### src/hw/rtl/crc8pfr_pkg.sv
// Shared types, codes and the CRC-8 byte update for the packet frame receiver.
`default_nettype none

package crc8pfr_pkg;

    // Receiver phase
    typedef enum logic [1:0] {
        PH_WAIT   = 2'd0,
        PH_HEADER = 2'd1,
        PH_BODY   = 2'd2
    } phase_t;

    // Per-byte verdict codes
    typedef enum logic [3:0] {
        V_IGNORED      = 4'd0,
        V_HEADER       = 4'd1,
        V_BODY         = 4'd2,
        V_HDR_CRC_BAD  = 4'd3,
        V_WRONG_UNIT   = 4'd4,
        V_LENGTH_BAD   = 4'd5,
        V_NO_END_MARK  = 4'd6,
        V_FRAME_CRC_BAD = 4'd7,
        V_ADDR_MISMATCH = 4'd8,
        V_ACCEPTED     = 4'd9
    } verdict_t;

    // Register word indexes (byte address / 4)
    localparam logic [1:0] REG_UNIT_ID     = 2'd0;
    localparam logic [1:0] REG_OWN_ADDRESS = 2'd1;
    localparam logic [1:0] REG_END_MARKER  = 2'd2;
    localparam logic [1:0] REG_MIN_LENGTH  = 2'd3;

    localparam logic [7:0] ID_BASE        = 8'h10;
    localparam logic [7:0] BROADCAST_ADDR = 8'hFF;
    localparam int unsigned HEADER_CRC_POS = 6;
    localparam logic [9:0] MIN_LEN_FLOOR  = 10'd8;

    localparam logic [7:0] END_MARKER_RST = 8'h04;

    typedef struct packed {
        logic [7:0] unit_id;
        logic [7:0] own_address;
        logic [7:0] end_marker;
        logic [9:0] min_length;
    } cfg_t;

    // Result word, first field in the highest bits
    typedef struct packed {
        logic [9:0] packet_length;
        logic [7:0] sender_address;
        verdict_t   verdict;
        logic [9:0] byte_index;
    } res_t;

    // One-wire CRC-8, reflected polynomial 0x8C, one byte
    function automatic logic [7:0] crc8_byte(input logic [7:0] crc, input logic [7:0] data);
        logic [7:0] c;
        c = crc ^ data;
        for (int i = 0; i < 8; i++) begin
            c = c[0] ? ((c >> 1) ^ 8'h8C) : (c >> 1);
        end
        return c;
    endfunction

endpackage

`default_nettype wire

### src/hw/rtl/crc8pfr_frame_fsm.sv
// Frame state machine: running CRC, header fields and per-byte verdict.
`default_nettype none

module crc8pfr_frame_fsm #(
    parameter int unsigned BUFFER_SIZE = 1024
) (
    input  wire logic              clk,
    input  wire logic              rst_n,
    input  wire logic              step,
    input  wire logic [7:0]        rx_byte,
    input  wire logic              frame_start,
    input  wire crc8pfr_pkg::cfg_t cfg,
    output crc8pfr_pkg::res_t      res
);
    import crc8pfr_pkg::*;

    localparam int unsigned PW = ($clog2(BUFFER_SIZE) > 10) ? $clog2(BUFFER_SIZE) : 10;
    localparam int unsigned LW = 17;
    localparam logic [LW-1:0] LEN_LIMIT = LW'(BUFFER_SIZE - 6);

    phase_t         phase_reg, phase_next;
    logic [PW-1:0]  pos_reg, pos_next;
    logic [7:0]     crc_reg, crc_next;
    logic [15:0]    len_reg, len_next;
    logic [7:0]     dest_reg, dest_next;
    logic [7:0]     src_reg, src_next;
    logic [7:0]     id_reg, id_next;
    logic           fcok_reg, fcok_next;

    // State as seen by this byte (a start byte sees a cleared receiver)
    logic           active;
    phase_t         eff_phase;
    logic [PW-1:0]  eff_pos;
    logic [7:0]     eff_crc;
    logic [15:0]    eff_len;
    logic [7:0]     eff_dest, eff_src, eff_id;
    logic           eff_fcok;
    logic [LW-1:0]  pos_ext, len_ext;
    logic           past_header, at_end, hdr_ok;
    logic [9:0]     minimum;
    verdict_t       verdict;

    assign active    = frame_start || (phase_reg == PH_HEADER) || (phase_reg == PH_BODY);
    assign eff_phase = frame_start ? PH_HEADER : phase_reg;
    assign eff_pos   = frame_start ? '0 : pos_reg;
    assign eff_crc   = frame_start ? '0 : crc_reg;
    assign eff_len   = frame_start ? '0 : len_reg;
    assign eff_dest  = frame_start ? '0 : dest_reg;
    assign eff_src   = frame_start ? '0 : src_reg;
    assign eff_id    = frame_start ? '0 : id_reg;
    assign eff_fcok  = frame_start ? 1'b0 : fcok_reg;
    assign minimum   = (cfg.min_length < MIN_LEN_FLOOR) ? MIN_LEN_FLOOR : cfg.min_length;

    always_comb
    begin
        id_next   = (eff_pos == PW'(0)) ? rx_byte : eff_id;
        dest_next = (eff_pos == PW'(1)) ? rx_byte : eff_dest;
        src_next  = (eff_pos == PW'(3)) ? rx_byte : eff_src;
        len_next  = eff_len;
        if (eff_pos == PW'(4))
        begin
            len_next[7:0] = rx_byte;
        end
        if (eff_pos == PW'(5))
        begin
            len_next[15:8] = rx_byte;
        end
    end

    assign pos_ext     = LW'(eff_pos);
    assign len_ext     = LW'(len_next);
    assign past_header = (eff_pos >= PW'(HEADER_CRC_POS));
    assign at_end      = (pos_ext + LW'(1)) >= len_ext;
    // Frame CRC byte sits two before the length
    assign fcok_next   = (past_header && ((pos_ext + LW'(2)) == len_ext))
                         ? (eff_crc == rx_byte) : eff_fcok;

    // Verdict and header-accept flag
    always_comb
    begin
        verdict = V_IGNORED;
        hdr_ok  = 1'b0;
        if (active)
        begin
            case (eff_phase)
                PH_HEADER:
                begin
                    if (!past_header)
                    begin
                        verdict = V_HEADER;
                    end
                    else if (eff_crc != rx_byte)
                    begin
                        verdict = V_HDR_CRC_BAD;
                    end
                    else if ({1'b0, id_next} != ({1'b0, ID_BASE} + {1'b0, cfg.unit_id}))
                    begin
                        verdict = V_WRONG_UNIT;
                    end
                    else if ((len_next < {6'd0, minimum}) || (len_ext >= LEN_LIMIT))
                    begin
                        verdict = V_LENGTH_BAD;
                    end
                    else
                    begin
                        verdict = V_HEADER;
                        hdr_ok  = 1'b1;
                    end
                end
                default:
                begin
                    if (!at_end)
                    begin
                        verdict = V_BODY;
                    end
                    else if (rx_byte != cfg.end_marker)
                    begin
                        verdict = V_NO_END_MARK;
                    end
                    else if (!fcok_next)
                    begin
                        verdict = V_FRAME_CRC_BAD;
                    end
                    else if ((dest_next != cfg.own_address) && (dest_next != BROADCAST_ADDR))
                    begin
                        verdict = V_ADDR_MISMATCH;
                    end
                    else
                    begin
                        verdict = V_ACCEPTED;
                    end
                end
            endcase
        end
    end

    always_comb
    begin
        res.byte_index     = active ? eff_pos[9:0] : '0;
        res.verdict        = verdict;
        res.sender_address = (verdict == V_ACCEPTED) ? src_next : '0;
        res.packet_length  = (active && past_header) ? len_next[9:0] : '0;
    end

    // Next phase
    always_comb
    begin
        phase_next = phase_reg;
        if (active)
        begin
            case (eff_phase)
                PH_HEADER:
                begin
                    if (!past_header || hdr_ok)
                    begin
                        phase_next = hdr_ok ? PH_BODY : PH_HEADER;
                    end
                    else
                    begin
                        phase_next = PH_WAIT;
                    end
                end
                PH_BODY:
                begin
                    phase_next = at_end ? PH_WAIT : PH_BODY;
                end
                default:
                begin
                    phase_next = PH_WAIT;
                end
            endcase
        end
    end

    assign crc_next = crc8_byte(eff_crc, rx_byte);
    assign pos_next = eff_pos + PW'(1);

    always_ff @(posedge clk or negedge rst_n)
    begin
        if (!rst_n)
        begin
            phase_reg <= PH_WAIT;
            pos_reg   <= '0;
            crc_reg   <= '0;
            len_reg   <= '0;
            dest_reg  <= '0;
            src_reg   <= '0;
            id_reg    <= '0;
            fcok_reg  <= 1'b0;
        end
        else if (step && active)
        begin
            phase_reg <= phase_next;
            pos_reg   <= pos_next;
            crc_reg   <= crc_next;
            len_reg   <= len_next;
            dest_reg  <= dest_next;
            src_reg   <= src_next;
            id_reg    <= id_next;
            fcok_reg  <= fcok_next;
        end
    end

endmodule

`default_nettype wire

### src/hw/rtl/crc8_packet_frame_receiver_top.sv
// Packet frame receiver top level: stream ports, register port, pipeline registers.
//
// Usage:
//   Slave stream (s_*): one packet byte per word in s_tdata[7:0]; s_tuser is
//   high on the first byte after sync and restarts the receiver.
//   Master stream (m_*): one result word per input word, carrying the byte
//   index, a verdict code, the sender address (accepted frames only) and the
//   packet length field once the header has been checked.
//   Register port: unit_id at 0x0, own_address at 0x4, end_marker at 0x8,
//   min_length at 0xC; write only while no word is in flight.
// Path: each word is held in the input register, its result in the result register.
// Throughput: one word per cycle while m_tready is high; the CRC update and all
//   checks are one short combinational step between input and result register.
// Reset: rst_n clears both stages, the receiver returns to waiting for sync,
//   registers take their reset values (end_marker 4, min_length 8).
// Stall: while m_tready is low the result register holds; the input register
//   still takes one more word, then s_tready drops until the result drains.
`default_nettype none

module crc8_packet_frame_receiver_top #(
    parameter int unsigned BUFFER_SIZE = 1024
) (
    input  wire logic        clk,
    input  wire logic        rst_n,
    // input stream
    input  wire logic        s_tvalid,
    output logic             s_tready,
    input  wire logic [7:0]  s_tdata,   // [7:0] rx_byte
    input  wire logic        s_tuser,   // [0] frame_start
    // result stream
    output logic             m_tvalid,
    input  wire logic        m_tready,
    output logic [31:0]      m_tdata,   // [9:0] byte_index, [13:10] verdict,
                                        // [21:14] sender_address, [31:22] packet_length
    // register port
    input  wire logic        psel,
    input  wire logic        penable,
    input  wire logic        pwrite,
    input  wire logic [3:0]  paddr,
    input  wire logic [31:0] pwdata,
    output logic [31:0]      prdata,
    output logic             pready
);
    import crc8pfr_pkg::*;

    cfg_t       cfg_reg;
    logic       in_valid_reg;
    logic [7:0] in_byte_reg;
    logic       in_start_reg;
    logic       out_valid_reg;
    res_t       out_data_reg;
    res_t       res;
    logic       advance;
    logic       cfg_wr;

    // Register port
    assign pready = 1'b1;
    assign cfg_wr = psel && penable && pwrite;

    always_ff @(posedge clk or negedge rst_n)
    begin
        if (!rst_n)
        begin
            cfg_reg.unit_id     <= '0;
            cfg_reg.own_address <= '0;
            cfg_reg.end_marker  <= END_MARKER_RST;
            cfg_reg.min_length  <= MIN_LEN_FLOOR;
        end
        else if (cfg_wr)
        begin
            case (paddr[3:2])
                REG_UNIT_ID:     cfg_reg.unit_id     <= pwdata[7:0];
                REG_OWN_ADDRESS: cfg_reg.own_address <= pwdata[7:0];
                REG_END_MARKER:  cfg_reg.end_marker  <= pwdata[7:0];
                REG_MIN_LENGTH:  cfg_reg.min_length  <= pwdata[9:0];
                default:         cfg_reg.unit_id     <= cfg_reg.unit_id;
            endcase
        end
    end

    always_comb
    begin
        case (paddr[3:2])
            REG_UNIT_ID:     prdata = {24'd0, cfg_reg.unit_id};
            REG_OWN_ADDRESS: prdata = {24'd0, cfg_reg.own_address};
            REG_END_MARKER:  prdata = {24'd0, cfg_reg.end_marker};
            REG_MIN_LENGTH:  prdata = {22'd0, cfg_reg.min_length};
            default:         prdata = '0;
        endcase
    end

    // Input stage moves on whenever the result register is free or draining
    assign advance  = in_valid_reg && (!out_valid_reg || m_tready);
    assign s_tready = !in_valid_reg || advance;

    always_ff @(posedge clk or negedge rst_n)
    begin
        if (!rst_n)
        begin
            in_valid_reg <= 1'b0;
        end
        else if (s_tvalid && s_tready)
        begin
            in_valid_reg <= 1'b1;
        end
        else if (advance)
        begin
            in_valid_reg <= 1'b0;
        end
    end

    always_ff @(posedge clk)
    begin
        if (s_tvalid && s_tready)
        begin
            in_byte_reg  <= s_tdata;
            in_start_reg <= s_tuser;
        end
    end

    crc8pfr_frame_fsm #(
        .BUFFER_SIZE (BUFFER_SIZE)
    ) u_fsm (
        .clk         (clk),
        .rst_n       (rst_n),
        .step        (advance),
        .rx_byte     (in_byte_reg),
        .frame_start (in_start_reg),
        .cfg         (cfg_reg),
        .res         (res)
    );

    // Result register
    always_ff @(posedge clk or negedge rst_n)
    begin
        if (!rst_n)
        begin
            out_valid_reg <= 1'b0;
        end
        else if (advance)
        begin
            out_valid_reg <= 1'b1;
        end
        else if (m_tready)
        begin
            out_valid_reg <= 1'b0;
        end
    end

    always_ff @(posedge clk)
    begin
        if (advance)
        begin
            out_data_reg <= res;
        end
    end

    assign m_tvalid = out_valid_reg;
    assign m_tdata  = out_data_reg;

endmodule

`default_nettype wire
### config.mk
export PLATFORM = sky130hd
export DESIGN_NAME = crc8_packet_frame_receiver_top
export DESIGN_NICKNAME = d
export VERILOG_FILES = /design/src/hw/rtl/crc8pfr_pkg.sv /design/src/hw/rtl/crc8pfr_frame_fsm.sv /design/src/hw/rtl/crc8_packet_frame_receiver_top.sv
export SDC_FILE = /design/constraint.sdc
export NUM_CORES = 1
export LEC_CHECK = 0
export ABC_AREA = 1
export BUFFER_PORTS_ARGS = -buffer_cell sky130_fd_sc_hd__buf_2
export CORE_UTILIZATION = 34
export DETAILED_ROUTE_END_ITERATION = 10
export HOLD_SLACK_MARGIN = 0.1
export PLACE_DENSITY = 0.6
export SLEW_MARGIN = 0
export SYNTH_ARGS = -nofsm -noshare
export SYNTH_HDL_FRONTEND = slang
export SYNTH_SLANG_ARGS = --single-unit
### constraint.sdc
create_clock -name clk -period 5.4 [get_ports clk]
set_input_delay 0.27 -clock clk [delete_from_list [all_inputs] [get_ports clk]]
set_output_delay 0.27 -clock clk [all_outputs]
set_load 0.01 [all_outputs]
==> run_summary.xml, run 1 <==
<?xml version="1.0" encoding="UTF-8"?>
<metrics>
  <group name="status">
    <metric name="outcome" unit="">finished clean</metric>
  </group>
  <group name="clocking">
    <metric name="cts.path.max_buffers" unit="">2</metric>
    <metric name="clkTransAtPathRegs" unit="ns">0.06</metric>
    <metric name="cts_inserted_buffers" unit="">17</metric>
    <metric name="root_buffer" unit="">sky130_fd_sc_hd__clkbuf_16</metric>
    <metric name="cts_repair_resizes" unit="">0</metric>
    <metric name="cts_num_sinks" unit="">138</metric>
    <metric name="cts_tree" unit="">yes</metric>
    <metric name="clock_insertion_delay_at_the_later_pin_of_the_skew_report" unit="ns">0.43</metric>
    <metric name="htreeDepth" unit="">4</metric>
  </group>
  <group name="global_routing">
    <metric name="grt_pass1_vias" unit="">6814</metric>
    <metric name="global_route_wire_length_before_repair" unit="um">36400</metric>
    <metric name="grt_max_degree" unit="">73</metric>
    <metric name="grt_overflow_total" unit="">0</metric>
    <metric name="antenna_found_initial" unit="">0</metric>
    <metric name="grt.total_usage" unit="">0.184</metric>
  </group>
  <group name="timing">
    <metric name="worstMarginPinSlew" unit="ns">0.721</metric>
    <metric name="fin_tns_setup" unit="ns">0</metric>
    <metric name="finalCritPeriodShare" unit="">0.762</metric>
    <metric name="worst_clock_skew" unit="ns">0.0133</metric>
    <metric name="setup_slack" unit="ns">1.29</metric>
    <metric name="timing.slew.headroom" unit="">0.519</metric>
    <metric name="timing.final.setup_violations" unit="">0</metric>
    <metric name="layout_min_cycle_time" unit="ns">4.11</metric>
    <metric name="timing.fmax" unit="MHz">243</metric>
    <metric name="slew_violations" unit="">0</metric>
    <metric name="holdWs" unit="ns">0.154</metric>
    <metric name="hold_viol" unit="">0</metric>
    <metric name="rsz_0062_raised_after_global_routing" unit="">no</metric>
  </group>
  <group name="route">
    <metric name="drtIter0Drc" unit="">690</metric>
    <metric name="detail_route.drc_violations" unit="">0</metric>
    <metric name="avgViaCountPerCell" unit="">4.87</metric>
    <metric name="total_wire_length_after_detailed_routing" unit="um">22800</metric>
    <metric name="routedWlPerCell" unit="um">15.1</metric>
    <metric name="drtPass1Iterations" unit="">7</metric>
    <metric name="antenna_violating_nets_post_route" unit="">0</metric>
    <metric name="num_vias" unit="">7361</metric>
  </group>
  <group name="yosys">
    <metric name="synthesis.yosys.warnings" unit="">0</metric>
    <metric name="synth.cell_area" unit="um2">8490</metric>
    <metric name="synth_sequential_area_ratio" unit="">0.431</metric>
    <metric name="synth_enable_flop_cells" unit="">41</metric>
    <metric name="syn-instance-count" unit="">1100</metric>
    <metric name="synth.avg_cell_area" unit="um2">7.72</metric>
    <metric name="yosysUniqueCellTypes" unit="">53</metric>
    <metric name="synth.area.top_cells" unit="">sky130_fd_sc_hd__dfrtp_1 28%, sky130_fd_sc_hd__edfxtp_1 14%, sky130_fd_sc_hd__nand2_1 14%</metric>
    <metric name="synth-main-ff-cell" unit="">sky130_fd_sc_hd__dfrtp_1</metric>
    <metric name="yosys.area.top_type" unit="">sky130_fd_sc_hd__dfrtp_1</metric>
    <metric name="synthDominantCellAreaShare" unit="">0.280</metric>
    <metric name="synth_async_sr_flop_share" unit="">0.703</metric>
    <metric name="ys_ff_latch" unit="">138</metric>
  </group>
  <group name="placed_design">
    <metric name="place_hpwl" unit="um">16200</metric>
    <metric name="placement.io_buffers" unit="">71</metric>
    <metric name="dp_cells" unit="">1468</metric>
    <metric name="dpl_worst_slack" unit="ns">1.31</metric>
    <metric name="finalWeightedCongestion" unit="">0.898</metric>
  </group>
  <group name="pwr">
    <metric name="ir_worst_vdd" unit="mV">0.218</metric>
    <metric name="power.density_cell_area" unit="nW/um2">399</metric>
    <metric name="total_leakage_power" unit="nW">4.82</metric>
    <metric name="total_design_power" unit="mW">3.90</metric>
  </group>
  <group name="worst_setup_path">
    <metric name="timing.critical_path.slowest_stage_cell" unit="">sky130_fd_sc_hd__edfxtp_1</metric>
    <metric name="slowest_delay" unit="ns">0.50</metric>
    <metric name="reg2reg_slack" unit="ns">1.29</metric>
    <metric name="worst_ep_arrival_time" unit="ns">4.40</metric>
    <metric name="reg2regPathDepth" unit="">29</metric>
    <metric name="r2r_start" unit="">in_start_reg$_DFFE_PP_</metric>
    <metric name="worst-setup-path-type" unit="">reg -&gt; reg</metric>
    <metric name="worstSetupStartpoint" unit="">in_start_reg$_DFFE_PP_</metric>
    <metric name="cpMostUsedCell" unit="">sky130_fd_sc_hd__nand2_1</metric>
    <metric name="cp-start-kind" unit="">flop</metric>
    <metric name="endpoint_kind" unit="">flop</metric>
    <metric name="crit_fanout" unit="">9</metric>
    <metric name="cp_data_required_time" unit="ns">5.69</metric>
    <metric name="critical_path.reg2reg.endpoint" unit="">m_tdata[19]$_SDFFCE_PP0P_</metric>
  </group>
  <group name="layout">
    <metric name="largest_register_ffs" unit="">34</metric>
    <metric name="area_growth" unit="%">14.9</metric>
    <metric name="layout.cells.non_filler" unit="">1513</metric>
    <metric name="final_layout_size_suffix_gt1_frac" unit="">0.132</metric>
    <metric name="antenna-diode-count" unit="">0</metric>
    <metric name="final_net_count" unit="">1254</metric>
  </group>
  <group name="worst_hold_path">
    <metric name="hold_depth" unit="">4</metric>
    <metric name="hp-class" unit="">in -&gt; reg</metric>
    <metric name="timing.hold.worst_endpoint" unit="">m_tvalid$_DFFE_PN0P_</metric>
    <metric name="hold_path_startpoint" unit="">m_tready</metric>
  </group>
  <group name="job">
    <metric name="cap_violations" unit="">0</metric>
  </group>
  <group name="floorplan">
    <metric name="placeableCoreArea" unit="um2">24400</metric>
    <metric name="die_area" unit="um2">25600</metric>
    <metric name="fp.dieW" unit="um">160</metric>
    <metric name="initial_utilization" unit="">0.348</metric>
    <metric name="die_h" unit="um">160</metric>
    <metric name="fp-row-count" unit="">57</metric>
    <metric name="io_pins" unit="">119</metric>
  </group>
</metrics>
[stage by stage]
stage               area (um2)  utilization
floorplan                 8570            -
global placement          9040        0.371
CTS                       9760        0.400
global route              9760        0.400
finish                    9760        0.400
detailed placement        9040        0.371
[report_power, final]
part | internal, mW | switching [mW] | total, mW
Combinational | 0.436 | 0.816 | 1.25
Sequential | 1.31 | 0.151 | 1.46
Clock | 0.732 | 0.450 | 1.18
[worst max path at each step]
| stage | endpoint | cells after the start | slack, ns |
|---|---|---|---|
| 2_1_floorplan | m_tdata[14]$_SDFFCE_PP0P_ | 29 | 1.52 |
| 3_3_place_gp | m_tdata[19]$_SDFFCE_PP0P_ | 27 | 1.36 |
| 3_5_place_dp | m_tdata[19]$_SDFFCE_PP0P_ | 27 | 1.31 |
| 4_1_cts | m_tdata[19]$_SDFFCE_PP0P_ | 29 | 1.27 |
| 5_1_grt | m_tdata[19]$_SDFFCE_PP0P_ | 29 | 0.98 |
| 6_report | m_tdata[19]$_SDFFCE_PP0P_ | 29 | 1.29 |
[Yosys cell counts (2+ instances only)]
cell,number
sky130_fd_sc_hd__a221oi_1,2
sky130_fd_sc_hd__or2_2,3
sky130_fd_sc_hd__o21ai_0,88
sky130_fd_sc_hd__nand3_2,5
sky130_fd_sc_hd__xnor2_1,4
sky130_fd_sc_hd__dfstp_2,2
sky130_fd_sc_hd__clkbuf_1,21
sky130_fd_sc_hd__nand4_1,19
sky130_fd_sc_hd__o21ai_1,6
sky130_fd_sc_hd__nand2_4,3
sky130_fd_sc_hd__nand3b_1,2
sky130_fd_sc_hd__nor2_1,97
sky130_fd_sc_hd__o21ai_2,3
sky130_fd_sc_hd__xor2_1,29
sky130_fd_sc_hd__buf_2,5
sky130_fd_sc_hd__nor3_1,6
sky130_fd_sc_hd__ha_1,26
sky130_fd_sc_hd__conb_1,2
sky130_fd_sc_hd__buf_6,6
sky130_fd_sc_hd__inv_1,131
sky130_fd_sc_hd__a21oi_1,14
sky130_fd_sc_hd__edfxtp_1,41
sky130_fd_sc_hd__a31oi_1,11
sky130_fd_sc_hd__nand3_1,86
sky130_fd_sc_hd__xor2_2,3
sky130_fd_sc_hd__buf_4,23
sky130_fd_sc_hd__a211oi_1,2
sky130_fd_sc_hd__nor2_2,3
sky130_fd_sc_hd__nor2_4,3
sky130_fd_sc_hd__o2111ai_1,5
sky130_fd_sc_hd__nand2_2,17
sky130_fd_sc_hd__dfrtp_1,95
sky130_fd_sc_hd__nand2_1,317
[worst max-delay path: cells and delay by family (launching register included)]
family                   cells  cell delay (ns)
AND/OR/NAND/NOR             18             1.88
buffers and inverters        7             0.85
flip-flops                   1             0.50
adder cells (fa/ha/maj)      2             0.45
AO/OA/AOI/OAI                2             0.27
[timing repair]
| item | 4_1_cts | 5_1_grt |
|---|---|---|
| hold endpoints to repair | 55 | 0 |
| setup buffers | 0 | 0 |
| hold buffers | 13 | 0 |
[cells by family after synthesis]
group,after synthesis,synth area share
XOR/XNOR,36,0.0398
AND/OR/NAND/NOR,572,0.298
other,2,0.000884
flip-flops,138,0.431
adder cells (fa/ha/maj),26,0.0383
AO/OA/AOI/OAI,136,0.0886
buffers and inverters,190,0.104
[area by class of cell]
cell class	instances	area, um2
Clock buffer	26	500
Clock inverter	6	85.1
Fill cell	2555	14600
Inverter	134	515
Multi-Input combinational cell	793	4040
Sequential cell	138	3660
Tap cell	324	405
Timing Repair Buffer	92	548
[per-layer routing]
metal / GRT usage / share of wire / wire, um
met3: 0.0384 / 0.060 / 1380
met2: 0.283 / 0.45 / 10300
met4: 0.0528 / 0.015 / 336
met5: 0 / 0 / 0
met1: 0.260 / 0.47 / 10800
[cells in the final DEF (no fill, tap or decap), types with 9 or more instances in the layout]
cell	count
sky130_fd_sc_hd__clkbuf_16	18
sky130_fd_sc_hd__inv_1	131
sky130_fd_sc_hd__nand4_1	19
sky130_fd_sc_hd__buf_4	9
sky130_fd_sc_hd__nand3_1	86
sky130_fd_sc_hd__nor2_1	97
sky130_fd_sc_hd__o21ai_0	88
sky130_fd_sc_hd__a31oi_1	11
sky130_fd_sc_hd__nand2_2	18
sky130_fd_sc_hd__conb_1	23
sky130_fd_sc_hd__buf_2	70
sky130_fd_sc_hd__edfxtp_1	41
sky130_fd_sc_hd__dfrtp_1	95
sky130_fd_sc_hd__nand2_1	316
sky130_fd_sc_hd__xor2_1	29
sky130_fd_sc_hd__dlygate4sd3_1	13
sky130_fd_sc_hd__ha_1	26
sky130_fd_sc_hd__a21oi_1	13
Power figures use the tool's default switching activity.
==> inputs of run 2 (changes only) <==
- ABC_AREA: 1 -> 0
- PLACE_DENSITY: 0.6 -> 0.62
- clock period: 5.4 -> 3.61 ns (I/O delays scaled with it)
==> run_summary.xml, run 2 <==
<?xml version="1.0" encoding="UTF-8"?>
<metrics>
  <group name="pwr">
    <metric name="netSwitchingPower" unit="mW">2.21</metric>
    <metric name="internal_power" unit="mW">4.11</metric>
    <metric name="total_leakage_power" unit="nW">4.55</metric>
    <metric name="combinationalPowerShare" unit="">0.356</metric>
    <metric name="ir_worst_vdd" unit="mV">0.381</metric>
    <metric name="power.density_cell_area" unit="nW/um2">604</metric>
    <metric name="p_clk_frac" unit="">0.288</metric>
    <metric name="power.switching_fraction" unit="">0.350</metric>
    <metric name="seqPwrFrac" unit="">0.356</metric>
  </group>
  <group name="worst_setup_path">
    <metric name="worst_ep_arrival_time" unit="ns">3.98</metric>
    <metric name="cpLargestDelayFamily" unit="">simple AND/OR/NAND/NOR gates</metric>
    <metric name="reg2regPathDepth" unit="">16</metric>
    <metric name="number_of_buffer_and_inverter_stages_on_the_critical_path" unit="">4</metric>
    <metric name="crit_chain" unit="">buf_6, nor2b_4, inv_2, ha_4, nand4_1, buf_4, mux2i_4, inv_2, ha_4, nand2b_4, a21oi_2, o32ai_2, a31oi_1, or4_4, or4_4, nor4_2</metric>
    <metric name="worst-setup-path-type" unit="">reg -&gt; reg</metric>
    <metric name="slowest_delay" unit="ns">0.53</metric>
    <metric name="timing.critical_path.slowest_stage_cell" unit="">sky130_fd_sc_hd__or4_4</metric>
    <metric name="reg2reg_slack" unit="ns">-0.11</metric>
    <metric name="r2r_start" unit="">in_start_reg$_DFFE_PP_</metric>
    <metric name="endpoint_kind" unit="">flop</metric>
    <metric name="cp_data_required_time" unit="ns">3.88</metric>
    <metric name="cp-start-kind" unit="">flop</metric>
    <metric name="critical_path.reg2reg.endpoint" unit="">m_tdata[15]$_SDFFCE_PP0P_</metric>
    <metric name="crit_fanout" unit="">8</metric>
  </group>
  <group name="global_routing">
    <metric name="grt_overflow_total" unit="">0</metric>
    <metric name="grt_max_degree" unit="">76</metric>
    <metric name="antenna_found_initial" unit="">0</metric>
    <metric name="grt_pass1_vias" unit="">6055</metric>
    <metric name="global_route_wire_length_before_repair" unit="um">34500</metric>
    <metric name="grt.total_usage" unit="">0.186</metric>
  </group>
  <group name="worst_hold_path">
    <metric name="hp-class" unit="">in -&gt; reg</metric>
    <metric name="timing.hold.worst_endpoint" unit="">cfg_reg[8]$_DFFE_PN0P_</metric>
    <metric name="hold_path_startpoint" unit="">penable</metric>
    <metric name="hold_depth" unit="">5</metric>
  </group>
  <group name="status">
    <metric name="violations" unit="">negative setup slack</metric>
    <metric name="outcome" unit="">complete, but fails checks</metric>
  </group>
  <group name="yosys">
    <metric name="ys_ff_latch" unit="">138</metric>
    <metric name="synth-main-ff-cell" unit="">sky130_fd_sc_hd__dfrtp_1</metric>
    <metric name="syn-instance-count" unit="">795</metric>
    <metric name="synth.avg_cell_area" unit="um2">10.4</metric>
    <metric name="synth_async_sr_flop_share" unit="">0.703</metric>
    <metric name="synth.area.mux_share" unit="">0.0766</metric>
    <metric name="yosys.area.top_type" unit="">sky130_fd_sc_hd__dfrtp_1</metric>
    <metric name="combinational_family_with_the_most_area_after_synthesis" unit="">simple AND/OR/NAND/NOR gates</metric>
    <metric name="yosys.area_share.xor_xnor" unit="">0.0809</metric>
    <metric name="synth-simple-area-share" unit="">0.170</metric>
    <metric name="synth_sequential_area_ratio" unit="">0.445</metric>
    <metric name="synthesis.yosys.warnings" unit="">0</metric>
    <metric name="synth_enable_flop_cells" unit="">41</metric>
    <metric name="synth-adder-area-share" unit="">0.0407</metric>
    <metric name="yosysUniqueCellTypes" unit="">73</metric>
    <metric name="synth.area.top_cells" unit="">sky130_fd_sc_hd__dfrtp_1 29%, sky130_fd_sc_hd__edfxtp_1 15%, sky130_fd_sc_hd__xnor2_1 5.9%</metric>
    <metric name="compound_gate_portion_of_the_synthesized_area" unit="">0.127</metric>
    <metric name="post_synth_top_cells" unit="">95 x sky130_fd_sc_hd__dfrtp_1, 77 x sky130_fd_sc_hd__nand2_1, 55 x sky130_fd_sc_hd__xnor2_1</metric>
    <metric name="yosysMostFrequentCell" unit="">sky130_fd_sc_hd__dfrtp_1</metric>
    <metric name="synth.cell_area" unit="um2">8230</metric>
    <metric name="synthDominantCellAreaShare" unit="">0.289</metric>
  </group>
  <group name="layout">
    <metric name="layout_common_cells" unit="">95 x sky130_fd_sc_hd__dfrtp_1, 86 x sky130_fd_sc_hd__buf_4, 76 x sky130_fd_sc_hd__nand2_1</metric>
    <metric name="finish.utilization" unit="">0.443</metric>
    <metric name="final_net_count" unit="">1026</metric>
    <metric name="largest_register_ffs" unit="">34</metric>
    <metric name="area_growth" unit="%">27.1</metric>
    <metric name="layout.cells.non_filler" unit="">1280</metric>
    <metric name="postLayoutCellArea" unit="um2">10500</metric>
    <metric name="final_layout_size_suffix_gt1_frac" unit="">0.308</metric>
    <metric name="antenna-diode-count" unit="">0</metric>
    <metric name="layout_commonest_cell" unit="">sky130_fd_sc_hd__dfrtp_1</metric>
  </group>
  <group name="timing">
    <metric name="rsz_0062_raised_after_global_routing" unit="">yes</metric>
    <metric name="slew_violations" unit="">0</metric>
    <metric name="layout_min_cycle_time" unit="ns">3.72</metric>
    <metric name="timing.slew.headroom" unit="">0.337</metric>
    <metric name="setup_slack" unit="ns">-0.109</metric>
    <metric name="fin_tns_setup" unit="ns">-0.488</metric>
    <metric name="timing.fmax" unit="MHz">269</metric>
    <metric name="hold_viol" unit="">0</metric>
    <metric name="timing.final.setup_violations" unit="">8</metric>
    <metric name="worstMarginPinSlew" unit="ns">0.995</metric>
    <metric name="worst_clock_skew" unit="ns">0.0116</metric>
    <metric name="finalCritPeriodShare" unit="">1.03</metric>
  </group>
  <group name="route">
    <metric name="drtIter0Drc" unit="">374</metric>
    <metric name="routedWlPerCell" unit="um">17.4</metric>
    <metric name="antenna_violating_nets_post_route" unit="">0</metric>
    <metric name="detail_route.drc_violations" unit="">0</metric>
    <metric name="avgViaCountPerCell" unit="">5.06</metric>
    <metric name="num_vias" unit="">6473</metric>
    <metric name="total_wire_length_after_detailed_routing" unit="um">22200</metric>
    <metric name="drtPass1Iterations" unit="">6</metric>
  </group>
  <group name="clocking">
    <metric name="clkTransAtPathRegs" unit="ns">0.06</metric>
    <metric name="root_buffer" unit="">sky130_fd_sc_hd__clkbuf_16</metric>
    <metric name="cts_num_sinks" unit="">138</metric>
    <metric name="clock_insertion_delay_at_the_later_pin_of_the_skew_report" unit="ns">0.44</metric>
    <metric name="cts_inserted_buffers" unit="">17</metric>
    <metric name="cts_tree" unit="">yes</metric>
    <metric name="cts.path.max_buffers" unit="">2</metric>
    <metric name="htreeDepth" unit="">4</metric>
  </group>
  <group name="floorplan">
    <metric name="fp-row-count" unit="">56</metric>
    <metric name="io_pins" unit="">119</metric>
    <metric name="fp.dieW" unit="um">158</metric>
    <metric name="die_h" unit="um">158</metric>
    <metric name="die_area" unit="um2">24800</metric>
    <metric name="placeableCoreArea" unit="um2">23600</metric>
    <metric name="initial_utilization" unit="">0.349</metric>
  </group>
  <group name="job">
    <metric name="cap_violations" unit="">0</metric>
  </group>
  <group name="placed_design">
    <metric name="placement.io_buffers" unit="">71</metric>
    <metric name="place_hpwl" unit="um">15900</metric>
    <metric name="placement.cell_area" unit="um2">9310</metric>
    <metric name="finalWeightedCongestion" unit="">0.879</metric>
    <metric name="dp_cells" unit="">1214</metric>
  </group>
</metrics>
==> run 2: cell types whose count changed in the layout (fill, tap and decap cells not counted), sizes merged, moves of 52 or more <==
cell / delta
o21ai: -52
inv: -102
buf: +81
nand3: -84
nor2: -54
nand2: -260
==> run 2: timing repair <==
| item | 4_1_cts | 5_1_grt |
|---|---|---|
| hold buffers | 23 | 0 |
| hold endpoints to repair | 117 | 0 |
| resized for setup | 12 | 35 |
| setup endpoints to repair | 12 | 12 |
| setup buffers | 7 | 6 |
| pin swaps | 4 | 7 |
==> run 2: cells by family after synthesis <==
logic type,after synthesis
xor+xnor,76
other cells,2
simple gates,255
mux,48
compound gates,151
buf+inv,98
flops,138
fa+ha+maj,27
==> run 2: power groups by stage <==
stage	sequential (mW)	clock [mW]	combinational, mW
2_1_floorplan	2.21	0	1.50
3_3_place_gp	2.26	0	2.06
3_5_place_dp	2.27	0	2.09
4_1_cts	2.24	1.84	2.18
5_1_grt	2.29	1.91	2.46
6_report	2.25	1.82	2.25
==> run 2: area by class of cell <==
type	count	area, um2
multi-input combinational	580	4420
tap	319	399
timing repair buffer	183	1270
sequential	138	3660
fill	2223	13200
clock buffer	21	472
inverter	28	105
clock inverter	11	134
==> run 2: per-stage QoR <==
step	power [mW]	setup WS, ns	hold WS [ns]
global placement	4.32	-0.180	0.360
detailed placement	4.35	-0.247	0.359
CTS	6.26	-0.107	0.389
global route	6.66	-0.280	0.447
floorplan	3.70	-0.522	-0.115
finish	6.32	-0.109	0.390
==> run 2: routing by layer <==
layer  GRT usage  routed length (um)
met1       0.271               10900
met2       0.275                9880
met3      0.0350                1120
met4      0.0592                 324
met5           0                   0
==> run 2: worst max-delay path by stage <==
| stage | startpoint | end | slack [ns] | depth (start not counted) |
|---|---|---|---|---|
| 6_report | in_start_reg$_DFFE_PP_ | m_tdata[15]$_SDFFCE_PP0P_ | -0.11 | 16 |
| 2_1_floorplan | in_start_reg$_DFFE_PP_ | m_tdata[14]$_SDFFCE_PP0P_ | -0.52 | 22 |
| 4_1_cts | in_start_reg$_DFFE_PP_ | m_tdata[15]$_SDFFCE_PP0P_ | -0.11 | 16 |
| 5_1_grt | in_start_reg$_DFFE_PP_ | m_tdata[15]$_SDFFCE_PP0P_ | -0.28 | 17 |
| 3_5_place_dp | in_start_reg$_DFFE_PP_ | m_tdata[15]$_SDFFCE_PP0P_ | -0.25 | 15 |
| 3_3_place_gp | in_start_reg$_DFFE_PP_ | m_tdata[19]$_SDFFCE_PP0P_ | -0.18 | 15 |
==> run 2: worst reg2reg max path, stage by stage (launching register included) <==
cell and delay, ns:
sky130_fd_sc_hd__edfxtp_1 0.51, sky130_fd_sc_hd__buf_6 0.18, sky130_fd_sc_hd__nor2b_4 0.13, sky130_fd_sc_hd__inv_2 0.06, sky130_fd_sc_hd__ha_4 0.17, sky130_fd_sc_hd__nand4_1 0.12
sky130_fd_sc_hd__buf_4 0.14, sky130_fd_sc_hd__mux2i_4 0.22, sky130_fd_sc_hd__inv_2 0.07, sky130_fd_sc_hd__ha_4 0.26, sky130_fd_sc_hd__nand2b_4 0.11, sky130_fd_sc_hd__a21oi_2 0.05
sky130_fd_sc_hd__o32ai_2 0.20, sky130_fd_sc_hd__a31oi_1 0.11, sky130_fd_sc_hd__or4_4 0.48, sky130_fd_sc_hd__or4_4 0.53, sky130_fd_sc_hd__nor4_2 0.23
==> inputs of run 3 (changes only) <==
- BUFFER_PORTS_ARGS: -buffer_cell sky130_fd_sc_hd__buf_2 -> not set
- DONT_BUFFER_PORTS: not set -> 1
- PLACE_DENSITY: 0.62 -> 0.58
==> run_summary.xml, run 3 (synthesis results as in run 2) <==
<?xml version="1.0" encoding="UTF-8"?>
<metrics>
  <group name="status">
    <metric name="outcome" unit="">complete, but fails checks</metric>
    <metric name="violations" unit="">negative setup slack</metric>
  </group>
  <group name="route">
    <metric name="num_vias" unit="">6237</metric>
    <metric name="detail_route.drc_violations" unit="">0</metric>
    <metric name="avgViaCountPerCell" unit="">5.19</metric>
    <metric name="antenna_violating_nets_post_route" unit="">0</metric>
    <metric name="drtPass1Iterations" unit="">5</metric>
    <metric name="drtIter0Drc" unit="">394</metric>
    <metric name="routedWlPerCell" unit="um">18.7</metric>
    <metric name="total_wire_length_after_detailed_routing" unit="um">22400</metric>
  </group>
  <group name="global_routing">
    <metric name="antenna_found_initial" unit="">0</metric>
    <metric name="grt_overflow_total" unit="">0</metric>
    <metric name="global_route_wire_length_before_repair" unit="um">35000</metric>
    <metric name="grt_pass1_vias" unit="">6042</metric>
    <metric name="grt_max_degree" unit="">98</metric>
    <metric name="grt.total_usage" unit="">0.190</metric>
  </group>
  <group name="pwr">
    <metric name="total_leakage_power" unit="nW">4.26</metric>
    <metric name="total_design_power" unit="mW">6.10</metric>
    <metric name="netSwitchingPower" unit="mW">2.20</metric>
    <metric name="p_clk_frac" unit="">0.282</metric>
    <metric name="seqPwrFrac" unit="">0.373</metric>
    <metric name="power.switching_fraction" unit="">0.361</metric>
    <metric name="combinationalPowerShare" unit="">0.345</metric>
    <metric name="internal_power" unit="mW">3.90</metric>
    <metric name="ir_worst_vdd" unit="mV">0.300</metric>
    <metric name="power.density_cell_area" unit="nW/um2">610</metric>
  </group>
  <group name="worst_setup_path">
    <metric name="worst-setup-path-type" unit="">reg -&gt; reg</metric>
    <metric name="endpoint_kind" unit="">flop</metric>
    <metric name="crit_chain" unit="">buf_6, nor2b_4, inv_2, ha_4, nand4_1, buf_6, mux2i_4, inv_2, ha_4, nand2b_4, a21oi_2, o32ai_2, a31oi_1, or4_4, or4_4, nor4_4</metric>
    <metric name="worst_ep_arrival_time" unit="ns">3.94</metric>
    <metric name="timing.critical_path.slowest_stage_cell" unit="">sky130_fd_sc_hd__or4_4</metric>
    <metric name="cp_data_required_time" unit="ns">3.87</metric>
    <metric name="crit_fanout" unit="">8</metric>
    <metric name="slowest_delay" unit="ns">0.54</metric>
    <metric name="reg2regPathDepth" unit="">16</metric>
    <metric name="cp-start-kind" unit="">flop</metric>
    <metric name="reg2reg_slack" unit="ns">-0.07</metric>
  </group>
  <group name="clocking">
    <metric name="cts_num_sinks" unit="">138</metric>
    <metric name="clock_insertion_delay_at_the_later_pin_of_the_skew_report" unit="ns">0.44</metric>
    <metric name="clkTransAtPathRegs" unit="ns">0.07</metric>
    <metric name="cts_tree" unit="">yes</metric>
    <metric name="cts.path.max_buffers" unit="">2</metric>
    <metric name="cts_inserted_buffers" unit="">17</metric>
    <metric name="root_buffer" unit="">sky130_fd_sc_hd__clkbuf_16</metric>
    <metric name="htreeDepth" unit="">4</metric>
  </group>
  <group name="timing">
    <metric name="rsz_0062_raised_after_global_routing" unit="">yes</metric>
    <metric name="fin_tns_setup" unit="ns">-0.140</metric>
    <metric name="worstMarginPinSlew" unit="ns">1.11</metric>
    <metric name="timing.slew.headroom" unit="">0.255</metric>
    <metric name="slew_violations" unit="">0</metric>
    <metric name="timing.final.setup_violations" unit="">6</metric>
    <metric name="layout_min_cycle_time" unit="ns">3.68</metric>
    <metric name="worst_clock_skew" unit="ns">0.0159</metric>
    <metric name="finalCritPeriodShare" unit="">1.02</metric>
    <metric name="setup_slack" unit="ns">-0.0671</metric>
    <metric name="timing.fmax" unit="MHz">272</metric>
    <metric name="hold_viol" unit="">0</metric>
  </group>
  <group name="job">
    <metric name="cap_violations" unit="">0</metric>
  </group>
  <group name="floorplan">
    <metric name="fp-row-count" unit="">56</metric>
    <metric name="die_area" unit="um2">24800</metric>
    <metric name="placeableCoreArea" unit="um2">23600</metric>
    <metric name="fp.dieW" unit="um">158</metric>
    <metric name="initial_utilization" unit="">0.349</metric>
    <metric name="die_h" unit="um">158</metric>
    <metric name="io_pins" unit="">119</metric>
  </group>
  <group name="layout">
    <metric name="layout_commonest_cell" unit="">sky130_fd_sc_hd__dfrtp_1</metric>
    <metric name="final_net_count" unit="">948</metric>
    <metric name="area_growth" unit="%">21.5</metric>
    <metric name="layout_common_cells" unit="">95 x sky130_fd_sc_hd__dfrtp_1, 78 x sky130_fd_sc_hd__buf_4, 74 x sky130_fd_sc_hd__nand2_1</metric>
    <metric name="antenna-diode-count" unit="">0</metric>
    <metric name="largest_register_ffs" unit="">34</metric>
    <metric name="final_layout_size_suffix_gt1_frac" unit="">0.242</metric>
    <metric name="finish.utilization" unit="">0.424</metric>
  </group>
  <group name="worst_hold_path">
    <metric name="hold_depth" unit="">3</metric>
    <metric name="hp-class" unit="">in -&gt; reg</metric>
  </group>
  <group name="placed_design">
    <metric name="place_hpwl" unit="um">16100</metric>
    <metric name="dpl_worst_slack" unit="ns">-0.226</metric>
    <metric name="finalWeightedCongestion" unit="">0.874</metric>
    <metric name="placement.io_buffers" unit="">0</metric>
  </group>
</metrics>
==> run 3: per-stage QoR <==
| stage | std cells | hold slack, ns | cell area [um2] |
|---|---|---|---|
| floorplan | 816 | -0.115 | 8400 |
| global placement | 1138 | -0.110 | 8920 |
| detailed placement | 1138 | -0.111 | 8920 |
| CTS | 1200 | 0.189 | 9860 |
| global route | 1202 | 0.194 | 10000 |
| finish | 1202 | 0.199 | 10000 |
==> run 3: critical path: cells and delay by family (launching register included) <==
kind                       cells  cell delay, ns
AOI/OAI and AO/OA              3            0.41
adders and majority gates      2            0.41
buffers and inverters          4            0.44
DFF                            1            0.42
muxes                          1            0.23
and+or+nand+nor                6            1.57
==> run 3: area by class of cell <==
type	count	area, um2
multi-input cells	580	4370
repair buffers	105	886
clock inverters	14	128
well taps	319	399
clock buffers	18	450
flip-flops and latches	138	3660
inverters	28	105
fillers	2278	13600
==> run 3: path summary, 6_finish.rpt <==
check                                                   from                      endpoint
worst min register to register  u_fsm.len_reg[0]$_DFFE_PN0P_  u_fsm.len_reg[0]$_DFFE_PN0P_
min in group asynchronous                              rst_n       cfg_reg[20]$_DFFE_PN0P_
max in group asynchronous                              rst_n  u_fsm.src_reg[7]$_DFFE_PN0P_
worst max register to register        in_start_reg$_DFFE_PP_     m_tdata[14]$_SDFFCE_PP0P_
worst max-delay path                  in_start_reg$_DFFE_PP_     m_tdata[14]$_SDFFCE_PP0P_
worst min-delay path                                paddr[3]       cfg_reg[29]$_DFFE_PN0P_
==> run 3: layer usage <==
metal  routed length [um]  track usage
met2                10000        0.286
met4                  227       0.0481
met3                 1100       0.0416
met5                    0            0
met1                11100        0.273
==> run 3: timing repair <==
action                                 4_1_cts  5_1_grt
buffers inserted                             6        2
pin swaps                                    0        9
setup endpoints to repair                    8       12
resized for setup                           10       24
endpoints found under the hold margin      142        0
hold buffers                                24        0
==> run 3: power groups by stage <==
stage | Clock, mW | Combinational, mW | Sequential, mW
floorplan | 0 | 1.50 | 2.21
global placement | 0 | 1.91 | 2.29
detailed placement | 0 | 1.93 | 2.30
CTS | 1.76 | 2.06 | 2.27
global route | 1.81 | 2.32 | 2.32
finish | 1.72 | 2.11 | 2.27
